===== src/sv/ptu_pkg.sv =====
// ---------------------------------------------------------------------------
// ptu_pkg: shared types and constants of the particle table
// Table size, index widths, action and result codes, the stored particle
// record and the command/status bundles between controller and datapath.
// ---------------------------------------------------------------------------
package ptu_pkg;

  // table size and the widths that follow from it
  localparam int CAPACITY = 32;
  localparam int IDX_W    = (CAPACITY > 1) ? $clog2(CAPACITY) : 1;
  localparam int CNT_W    = $clog2(CAPACITY + 1);

  // input action codes; code 3 is unused and ignored
  typedef enum logic [1:0] {
    ACT_ADD   = 2'd0,
    ACT_TICK  = 2'd1,
    ACT_CLEAR = 2'd2
  } ptu_action_t;

  // result status codes
  typedef enum logic [2:0] {
    RES_ADDED   = 3'd0,
    RES_FULL    = 3'd1,
    RES_CLEARED = 3'd2,
    RES_LIVE    = 3'd3,
    RES_NONE    = 3'd4
  } ptu_result_t;

  // controller states
  typedef enum logic [2:0] {
    S_IDLE,
    S_ADD,
    S_CLEAR,
    S_READ,
    S_EVAL,
    S_FINISH
  } ptu_state_t;

  // one stored particle
  typedef struct packed {
    logic [15:0] x;
    logic [15:0] y;
    logic [15:0] vx;
    logic [15:0] vy;
    logic [15:0] life;
    logic [31:0] birth;
    logic [31:0] color;
  } ptu_part_t;

  // controller to datapath
  typedef struct packed {
    logic        capture;     // latch the input beat, reset walk counters
    logic        add_store;   // write new particle at the fill level
    logic        clear;       // empty the table
    logic        emit_simple; // send a one-beat result with emit_code
    ptu_result_t emit_code;
    logic        rd_en;       // read the entry under the walk index
    logic        keep;        // write back a survivor, park it as pending
    logic        idx_adv;     // step the walk index
    logic        fin;         // send the final beat of a tick, commit count
  } ptu_cmd_t;

  // datapath to controller
  typedef struct packed {
    logic cnt_full;
    logic cnt_zero;
    logic last_idx;
    logic survive;
    logic pend_valid;
    logic out_free;
  } ptu_sts_t;

endpackage


===== src/sv/particle_table_update.sv =====
// ---------------------------------------------------------------------------
// particle_table_update: fixed-capacity particle table with lifetime expiry
// Stores particles on add, moves, expires and compacts them on tick, and
// empties the table on clear.
// ---------------------------------------------------------------------------
// Use:
//   The input channel (in_valid/in_stall) takes one action beat at a time;
//   in_stall is low only while the block is idle. The result channel
//   (out_valid/out_stall) gives one beat per add, refusal or clear, and one
//   beat per surviving particle on a tick (or one "none live" beat), with
//   out_last_item set on the final beat of each action.
//   Add and clear: the result beat loads from the add or clear state once
//   the output register is free, and the block returns to idle as it loads,
//   so it takes one such action at a time.
//   Tick: the walk over the stored particles reads one entry from the
//   particle memory and evaluates it in the next cycle, one entry at a
//   time. Each survivor's beat leaves once the next survivor is found; the
//   last one at the end.
//   A stalled result holds in the output register; the walk pauses only
//   when a further beat must be loaded behind it.
//   Reset empties the table and drops any result held. Entries need no
//   clearing pass: only entries below the fill count are ever read.
// ---------------------------------------------------------------------------
module particle_table_update (
  input  logic               clk,
  input  logic               rst_n,
  input  logic               in_valid,
  output logic               in_stall,
  input  logic [1:0]         in_action,
  input  logic [31:0]        in_now_ms,
  input  logic signed [15:0] in_pos_x,
  input  logic signed [15:0] in_pos_y,
  input  logic signed [15:0] in_vel_x,
  input  logic signed [15:0] in_vel_y,
  input  logic [15:0]        in_life_ms,
  input  logic [31:0]        in_part_color,
  output logic               out_valid,
  input  logic               out_stall,
  output logic [2:0]         out_status,
  output logic signed [15:0] out_x,
  output logic signed [15:0] out_y,
  output logic [31:0]        out_color,
  output logic               out_last_item
);
  import ptu_pkg::*;

  ptu_cmd_t cmd;
  ptu_sts_t sts;

  // sequencer
  ptu_ctrl u_ctrl (
    .clk       (clk),
    .rst_n     (rst_n),
    .in_valid  (in_valid),
    .in_action (in_action),
    .in_stall  (in_stall),
    .sts       (sts),
    .cmd       (cmd)
  );

  // storage and arithmetic
  ptu_dp u_dp (
    .clk           (clk),
    .rst_n         (rst_n),
    .cmd           (cmd),
    .sts           (sts),
    .in_now_ms     (in_now_ms),
    .in_pos_x      (in_pos_x),
    .in_pos_y      (in_pos_y),
    .in_vel_x      (in_vel_x),
    .in_vel_y      (in_vel_y),
    .in_life_ms    (in_life_ms),
    .in_part_color (in_part_color),
    .out_valid     (out_valid),
    .out_stall     (out_stall),
    .out_status    (out_status),
    .out_x         (out_x),
    .out_y         (out_y),
    .out_color     (out_color),
    .out_last_item (out_last_item)
  );

endmodule


===== src/sv/ptu_ctrl.sv =====
// ---------------------------------------------------------------------------
// ptu_ctrl: sequencer of the particle table
// Accepts one input beat at a time, then steps the datapath through an add,
// a clear or a walk over the stored particles for a tick.
// ---------------------------------------------------------------------------
module ptu_ctrl (
  input  logic              clk,
  input  logic              rst_n,
  input  logic              in_valid,
  input  logic [1:0]        in_action,
  output logic              in_stall,
  input  ptu_pkg::ptu_sts_t sts,
  output ptu_pkg::ptu_cmd_t cmd
);
  import ptu_pkg::*;

  ptu_state_t state_r;
  ptu_state_t state_nxt;
  logic       eval_wait;

  // a survivor with a pending one ahead needs a free output register
  assign eval_wait = sts.survive && sts.pend_valid && !sts.out_free;

  // state register
  always_ff @(posedge clk) begin
    if (!rst_n) begin
      state_r <= S_IDLE;
    end else begin
      state_r <= state_nxt;
    end
  end

  // next state
  always_comb begin
    state_nxt = state_r;
    unique case (state_r)
      S_IDLE: begin
        if (in_valid) begin
          unique case (in_action)
            ACT_ADD:   state_nxt = S_ADD;
            ACT_TICK:  state_nxt = sts.cnt_zero ? S_FINISH : S_READ;
            ACT_CLEAR: state_nxt = S_CLEAR;
            default:   state_nxt = S_IDLE;
          endcase
        end
      end
      S_ADD: begin
        if (sts.out_free) state_nxt = S_IDLE;
      end
      S_CLEAR: begin
        if (sts.out_free) state_nxt = S_IDLE;
      end
      S_READ: begin
        state_nxt = S_EVAL;
      end
      S_EVAL: begin
        if (!eval_wait) state_nxt = sts.last_idx ? S_FINISH : S_READ;
      end
      S_FINISH: begin
        if (sts.out_free) state_nxt = S_IDLE;
      end
      default: state_nxt = S_IDLE;
    endcase
  end

  // outputs
  always_comb begin
    cmd      = '0;
    in_stall = 1'b1;
    unique case (state_r)
      S_IDLE: begin
        in_stall    = 1'b0;
        cmd.capture = in_valid;
      end
      S_ADD: begin
        if (sts.out_free) begin
          cmd.emit_simple = 1'b1;
          cmd.add_store   = !sts.cnt_full;
          cmd.emit_code   = sts.cnt_full ? RES_FULL : RES_ADDED;
        end
      end
      S_CLEAR: begin
        if (sts.out_free) begin
          cmd.emit_simple = 1'b1;
          cmd.clear       = 1'b1;
          cmd.emit_code   = RES_CLEARED;
        end
      end
      S_READ: begin
        cmd.rd_en = 1'b1;
      end
      S_EVAL: begin
        if (!eval_wait) begin
          cmd.keep    = sts.survive;
          cmd.idx_adv = 1'b1;
        end
      end
      S_FINISH: begin
        cmd.fin = sts.out_free;
      end
      default: cmd = '0;
    endcase
  end

endmodule


===== src/sv/ptu_dp.sv =====
// ---------------------------------------------------------------------------
// ptu_dp: datapath of the particle table
// Particle memory, fill count, walk counters, survivor update and expiry
// check, the one-deep pending survivor and the output register.
// ---------------------------------------------------------------------------
module ptu_dp (
  input  logic               clk,
  input  logic               rst_n,
  input  ptu_pkg::ptu_cmd_t  cmd,
  output ptu_pkg::ptu_sts_t  sts,
  input  logic [31:0]        in_now_ms,
  input  logic signed [15:0] in_pos_x,
  input  logic signed [15:0] in_pos_y,
  input  logic signed [15:0] in_vel_x,
  input  logic signed [15:0] in_vel_y,
  input  logic [15:0]        in_life_ms,
  input  logic [31:0]        in_part_color,
  output logic               out_valid,
  input  logic               out_stall,
  output logic [2:0]         out_status,
  output logic signed [15:0] out_x,
  output logic signed [15:0] out_y,
  output logic [31:0]        out_color,
  output logic               out_last_item
);
  import ptu_pkg::*;

  // storage
  ptu_part_t  mem [CAPACITY];
  ptu_part_t  rd_q_r;
  ptu_part_t  new_r;

  // control registers
  logic [CNT_W-1:0] count_r, count_nxt;
  logic [CNT_W-1:0] idx_r, idx_nxt;
  logic [CNT_W-1:0] wr_r, wr_nxt;
  logic             pend_valid_r, pend_valid_nxt;
  logic             out_valid_r, out_valid_nxt;

  // payload registers
  logic [15:0]      pend_x_r, pend_y_r;
  logic [31:0]      pend_color_r;
  logic [2:0]       out_status_r, out_status_nxt;
  logic [15:0]      out_x_r, out_x_nxt;
  logic [15:0]      out_y_r, out_y_nxt;
  logic [31:0]      out_color_r, out_color_nxt;
  logic             out_last_r, out_last_nxt;

  logic [15:0]      nx, ny;
  logic [32:0]      limit;
  logic             survive;
  ptu_part_t        upd;
  logic             mem_we;
  logic [IDX_W-1:0] mem_waddr;
  ptu_part_t        mem_wdata;
  logic [CNT_W-1:0] idx_inc;
  logic             out_free;
  logic             out_load;

  // move the entry and check its expiry against the tick time
  assign nx      = rd_q_r.x + rd_q_r.vx;
  assign ny      = rd_q_r.y + rd_q_r.vy;
  assign limit   = {1'b0, rd_q_r.birth} + {17'd0, rd_q_r.life};
  assign survive = !({1'b0, new_r.birth} > limit);

  always_comb begin
    upd   = rd_q_r;
    upd.x = nx;
    upd.y = ny;
  end

  // memory write: new particle on add, compacted survivor on tick
  assign mem_we    = cmd.add_store || cmd.keep;
  assign mem_waddr = cmd.keep ? wr_r[IDX_W-1:0] : count_r[IDX_W-1:0];
  assign mem_wdata = cmd.keep ? upd : new_r;

  always_ff @(posedge clk) begin
    if (mem_we) mem[mem_waddr] <= mem_wdata;
    if (cmd.rd_en) rd_q_r <= mem[idx_r[IDX_W-1:0]];
  end

  // latch the accepted beat; its time serves as birth or tick reference
  always_ff @(posedge clk) begin
    if (cmd.capture) begin
      new_r.x     <= in_pos_x;
      new_r.y     <= in_pos_y;
      new_r.vx    <= in_vel_x;
      new_r.vy    <= in_vel_y;
      new_r.life  <= in_life_ms;
      new_r.birth <= in_now_ms;
      new_r.color <= in_part_color;
    end
  end

  // fill count and walk counters
  assign idx_inc = idx_r + CNT_W'(1);

  always_comb begin
    count_nxt = count_r;
    if (cmd.clear) begin
      count_nxt = '0;
    end else if (cmd.add_store) begin
      count_nxt = count_r + CNT_W'(1);
    end else if (cmd.fin) begin
      count_nxt = wr_r;
    end
  end

  always_comb begin
    idx_nxt        = idx_r;
    wr_nxt         = wr_r;
    pend_valid_nxt = pend_valid_r;
    if (cmd.capture) begin
      idx_nxt        = '0;
      wr_nxt         = '0;
      pend_valid_nxt = 1'b0;
    end else begin
      if (cmd.idx_adv) idx_nxt = idx_inc;
      if (cmd.keep) begin
        wr_nxt         = wr_r + CNT_W'(1);
        pend_valid_nxt = 1'b1;
      end
    end
  end

  always_ff @(posedge clk) begin
    if (!rst_n) begin
      count_r      <= '0;
      idx_r        <= '0;
      wr_r         <= '0;
      pend_valid_r <= 1'b0;
      out_valid_r  <= 1'b0;
    end else begin
      count_r      <= count_nxt;
      idx_r        <= idx_nxt;
      wr_r         <= wr_nxt;
      pend_valid_r <= pend_valid_nxt;
      out_valid_r  <= out_valid_nxt;
    end
  end

  // park the newest survivor until the next one shows whether it is last
  always_ff @(posedge clk) begin
    if (cmd.keep) begin
      pend_x_r     <= nx;
      pend_y_r     <= ny;
      pend_color_r <= rd_q_r.color;
    end
  end

  // output register: load a beat when free, hold while stalled
  assign out_free = !out_valid_r || !out_stall;
  assign out_load = cmd.emit_simple || (cmd.keep && pend_valid_r) || cmd.fin;
  assign out_valid_nxt = out_load || (out_valid_r && out_stall);

  always_comb begin
    out_status_nxt = RES_LIVE;
    out_x_nxt      = pend_x_r;
    out_y_nxt      = pend_y_r;
    out_color_nxt  = pend_color_r;
    out_last_nxt   = 1'b0;
    if (cmd.emit_simple) begin
      out_status_nxt = cmd.emit_code;
      out_x_nxt      = '0;
      out_y_nxt      = '0;
      out_color_nxt  = '0;
      out_last_nxt   = 1'b1;
    end else if (cmd.fin) begin
      out_last_nxt = 1'b1;
      if (!pend_valid_r) begin
        out_status_nxt = RES_NONE;
        out_x_nxt      = '0;
        out_y_nxt      = '0;
        out_color_nxt  = '0;
      end
    end
  end

  always_ff @(posedge clk) begin
    if (out_load) begin
      out_status_r <= out_status_nxt;
      out_x_r      <= out_x_nxt;
      out_y_r      <= out_y_nxt;
      out_color_r  <= out_color_nxt;
      out_last_r   <= out_last_nxt;
    end
  end

  assign out_valid     = out_valid_r;
  assign out_status    = out_status_r;
  assign out_x         = out_x_r;
  assign out_y         = out_y_r;
  assign out_color     = out_color_r;
  assign out_last_item = out_last_r;

  // status back to the controller
  assign sts.cnt_full   = (count_r == CNT_W'(CAPACITY));
  assign sts.cnt_zero   = (count_r == '0);
  assign sts.last_idx   = (idx_inc == count_r);
  assign sts.survive    = survive;
  assign sts.pend_valid = pend_valid_r;
  assign sts.out_free   = out_free;

`ifndef SYNTHESIS
  // fill level never passes the table size
  a_count_bound: assert property (@(posedge clk) disable iff (!rst_n)
    count_r <= CNT_W'(CAPACITY))
    else $error("particle count above capacity");

  // compaction write pointer never overtakes the read walk
  a_wr_behind: assert property (@(posedge clk) disable iff (!rst_n)
    wr_r <= idx_r)
    else $error("compaction pointer ahead of walk index");

  // a pending survivor is only pushed out into a free output register
  a_push_free: assert property (@(posedge clk) disable iff (!rst_n)
    (cmd.keep && pend_valid_r) |-> out_free)
    else $error("pending survivor pushed while output busy");

  // the closing beat of a tick is marked last
  a_fin_last: assert property (@(posedge clk) disable iff (!rst_n)
    cmd.fin |=> (out_valid_r && out_last_r))
    else $error("tick closed without a last beat");
`endif

endmodule


===== config.mk =====
export PLATFORM = sky130hd
export DESIGN_NAME = particle_table_update
export DESIGN_NICKNAME = d
export VERILOG_FILES = /design/src/sv/ptu_pkg.sv /design/src/sv/particle_table_update.sv /design/src/sv/ptu_ctrl.sv /design/src/sv/ptu_dp.sv
export SDC_FILE = /design/constraint.sdc
export NUM_CORES = 2
export LEC_CHECK = 0
export BUFFER_PORTS_ARGS = -buffer_cell sky130_fd_sc_hd__buf_2
export CORE_ASPECT_RATIO = 1.75
export CORE_MARGIN = 1.5
export CORE_UTILIZATION = 42
export CTS_BUF_LIST = sky130_fd_sc_hd__clkbuf_8 sky130_fd_sc_hd__clkbuf_16
export DETAILED_ROUTE_END_ITERATION = 10
export GPL_ROUTABILITY_DRIVEN = 1
export HOLD_SLACK_MARGIN = 0.05
export PLACE_DENSITY = 0.6
export SLEW_MARGIN = 0
export SYNTH_ARGS = -nofsm -noshare
export SYNTH_HDL_FRONTEND = slang
export SYNTH_MEMORY_MAX_BITS = 65536
export SYNTH_SLANG_ARGS = --single-unit

===== constraint.sdc =====
create_clock -name clk -period 28.4 [get_ports clk]
set_input_delay 4.26 -clock clk [delete_from_list [all_inputs] [get_ports clk]]
set_output_delay 4.26 -clock clk [all_outputs]
set_load 0.01 [all_outputs]

==> metrics.yaml <==
setup_path:
  max_stage_delay_ps: 1030
  crit_buf_inv: 4
  path_cells: "ha_1, a21oi_1, o2111ai_1, a211oi_1, nor3_1, a31o_2, a41oi_2, nor2_1, xnor2_1, ha_1, and3_1, a221o_1, a31oi_2, o31ai_1, o21bai_2, o21ai_4, buf_4, inv_8, a32oi_4, nor2_4, buf_4, buf_4"
  crit_slowest_cell: "nor2_4"
  worstPathRequired_ps: 28990
  r2r_end: "u_dp.mem[18][27]$_DFFE_PP_"
  cp-end-kind: "register"
  cp_top_family: "compound AO/OA/AOI/OAI gates"
  r2r_start: "u_dp.rd_q_r[37]$_DFFE_PN_"
  endpoint: "u_dp.mem[18][27]$_DFFE_PP_"
  worstPathMaxFanout: 88
  startpoint: "u_dp.rd_q_r[37]$_DFFE_PN_"
  r2r_slack_ps: 19320
  rr_worst_depth: 22
  crit_arrival_ps: 9670
  path_depth: 22
  crit_top_cell: "buf_4"
  cp-start-kind: "register"
  path_class: "reg2reg"
min_path:
  min_from: "u_dp.rd_q_r[18]$_DFFE_PN_"
  hold_class: "reg2reg"
timing:
  setup_viol: 0
  finalCriticalPeriod_ps: 9080
  rsz0062_at_grt: "false"
  max_freq_ghz: 0.1101
  fin_setup_tns_ps: 0
  maxSlewHeadroom_pct: 11.76
  hold_viol: 0
  fin_crit_sh_pct: 31.97
  worstMarginPinSlew_ps: 1320
  finClkSkew_ps: 128.2
  report.final.slew_viol_count: 0
synthesis:
  yosys-top-cells-area: "edfxtp_1 (78%), mux4_2 (17%), nand2_1 (0.92%)"
  netlist_area_sq_mm: 0.1937
  ys_seq_area_share_pct: 78.17
  yosysWarnings: 0
  yosys.cell_types.count: 77
  synth_ff_type: "edfxtp_1"
  synthArstFlopShare_pct: 0
  ys_ff_latch: 5051
  synth_top_area_share_pct: 77.93
  yosysTopAreaCell: "edfxtp_1"
  syn-num-nets: 8400
  synth_commonest_cells: "edfxtp_1 (5028), mux4_2 (1440), nand2_1 (473)"
  syn_area_per_cell_sq_um: 23.73
  synth_edf_count: 5028
  yosys.cell_count.top_type: "edfxtp_1"
  synthCells: 8165
clock_tree:
  cts_hold_buf: 0
  cts_buffers: 448
  cts_tree: "built"
  ctsLongestPathBuffers: 4
  clock_sinks: 5051
  clock_latency_ps: 1040
  clockRootBuffer: "clkbuf_16"
  cts_resized: 0
  post_cts_buffers: 0
  cts_max_level: 5
  path_clk_slew_ps: 70
run_status:
  status: "completed"
die:
  io_pins: 220
  die_h_um: 901.5
  die_w_um: 516.4
  core_area_sq_mm: 0.4590
  start_util_pct: 42.21
  fp-row-count: 329
  die-area_sq_mm: 0.4655
global_routing:
  grt_max_degree: 117
  grt.overflow.total: 0
  grt_pass1_wl_mm: 740.4
  grt_pass1_vias: 94170
  track_usage_pct: 22.67
  antenna_found_initial: 47
routing:
  final_antenna_net_count: 0
  wire_per_inst_um: 35.02
  dr.pass1.iters: 8
  avgViaCountPerCell: 5.982
  vias: 90580
  drt_iter0_markers: 10990
  drc: 0
  drt_wl_total_mm: 530.3
power_and_ir_drop:
  total_leakage_power_nw: 66.09
  power.density_mw_per_mm2: 73.99
  ir_drop_v: 0.00005895
placement:
  io_buffer_count: 219
  hpwl_mm: 279.3
  dpl_cell_area_sq_mm: 0.2029
  gp_congestion: 0.8330
cells_and_area:
  final_area_sq_mm: 0.2176
  seqCellArea_sq_mm: 0.1515
  fillers: 36870
  multi_input_area_sq_mm: 0.04073
  fin_nets: 8867
  area_growth_pct: 12.29
  layout-drive-gt1-share_pct: 30.18
run:
  drv_cap: 0
## area by class of cell
type,count,share of cell area (%)
Tap cell,6123,3.522
Multi-Input combinational cell,2680,18.72
Clock buffer,463,5.305
Antenna cell,12,0.01380
Clock inverter,363,1.418
Timing Repair Buffer,407,1.314
Sequential cell,5051,69.62
Inverter,44,0.08282
## worst register-to-register path: stages, from the launching register on
cell and delay [ps]:
edfxtp_1 410, ha_1 370, a21oi_1 290, o2111ai_1 200, a211oi_1 330, nor3_1 160
a31o_2 250, a41oi_2 470, nor2_1 150, xnor2_1 160, ha_1 290, and3_1 180
a221o_1 330, a31oi_2 240, o31ai_1 130, o21bai_2 420, o21ai_4 100, buf_4 310
inv_8 660, a32oi_4 470, nor2_4 1030, buf_4 680, buf_4 930
## layer usage
layer,global-route usage (%),up-vias,share of wire (%)
met2,38.87,4143,51
met5,0,-,0.030
met1,30.08,50020,39
met3,3.349,796,7.3
li1,-,35600,-
met4,6.437,24,2.9
## registers in the layout (all words and copies together), names as in the netlist
name                count
u_dp.mem             4608
u_dp.count_r            6
u_dp.rd_q_r           144
u_dp.out_x             16
u_dp.pend_x_r          16
u_dp.idx_r              6
u_dp.new_r            144
u_dp.wr_r               6
u_ctrl.state_r          3
u_dp.out_y             16
u_dp.out_color         32
u_dp.out_valid          1
u_dp.out_last_item      1
u_dp.pend_color_r      32
u_dp.pend_y_r          16
u_dp.out_status         3
u_dp.pend_valid_r       1
## cells by family after synthesis
group	synth area share [%]
flip-flops	78.17
multiplexers	17.64
AND/OR/NAND/NOR	1.698
buffers and inverters	0.9590
AO/OA/AOI/OAI	0.6865
adder cells (fa/ha/maj)	0.5606
XOR/XNOR	0.2848
## where the power goes
| group | switching [mW] | internal, mW |
|---|---|---|
| Clock | 2.75 | 3.40 |
| Sequential | 0.0779 | 8.63 |
| Combinational | 0.802 | 0.445 |
| Total | 3.63 | 12.5 |
## metrics by stage
stage	hold slack [ps]	worst slack [ps]	total power [mW]	utilization, %	cells
finish	458.9	19320	16.10	47.40	15140
global route	461.8	19130	16.55	47.39	15130
CTS	457.5	19320	16.23	47.39	15130
detailed placement	441.6	18740	10.13	44.20	14310
global placement	440.6	18780	10.09	44.20	14310
floorplan	426.2	16360	9.645	-	8165
## worst min-delay path by stage
stage | end | slack (ps) | cells past startpoint
6_report | u_dp.pend_color_r[18]$_DFFE_PN_ | 460 | 0
5_1_grt | u_dp.pend_color_r[21]$_DFFE_PN_ | 460 | 0
4_1_cts | u_dp.pend_color_r[18]$_DFFE_PN_ | 460 | 0
3_5_place_dp | u_dp.pend_color_r[18]$_DFFE_PN_ | 440 | 0
3_3_place_gp | u_dp.pend_color_r[1]$_DFFE_PN_ | 440 | 0
2_1_floorplan | u_dp.pend_color_r[0]$_DFFE_PN_ | 430 | 0
## cell usage in the layout, fill, tap and decap left out, types with 54 or more instances in the layout
cell type  netlist  routed
edfxtp_1      5028    5028
mux4_2        1440    1440
nand2_1        473     473
clkbuf_16        0     459
buf_2          126     219
buf_4            9     160
mux2_2         150     150
inv_1           42     132
clkinv_2         0      87
clkinv_1         0      86
ha_1            82      82
nor2b_1         69      69
nor2_1          87      54
Note: power is estimated with default switching activity, not from simulation.
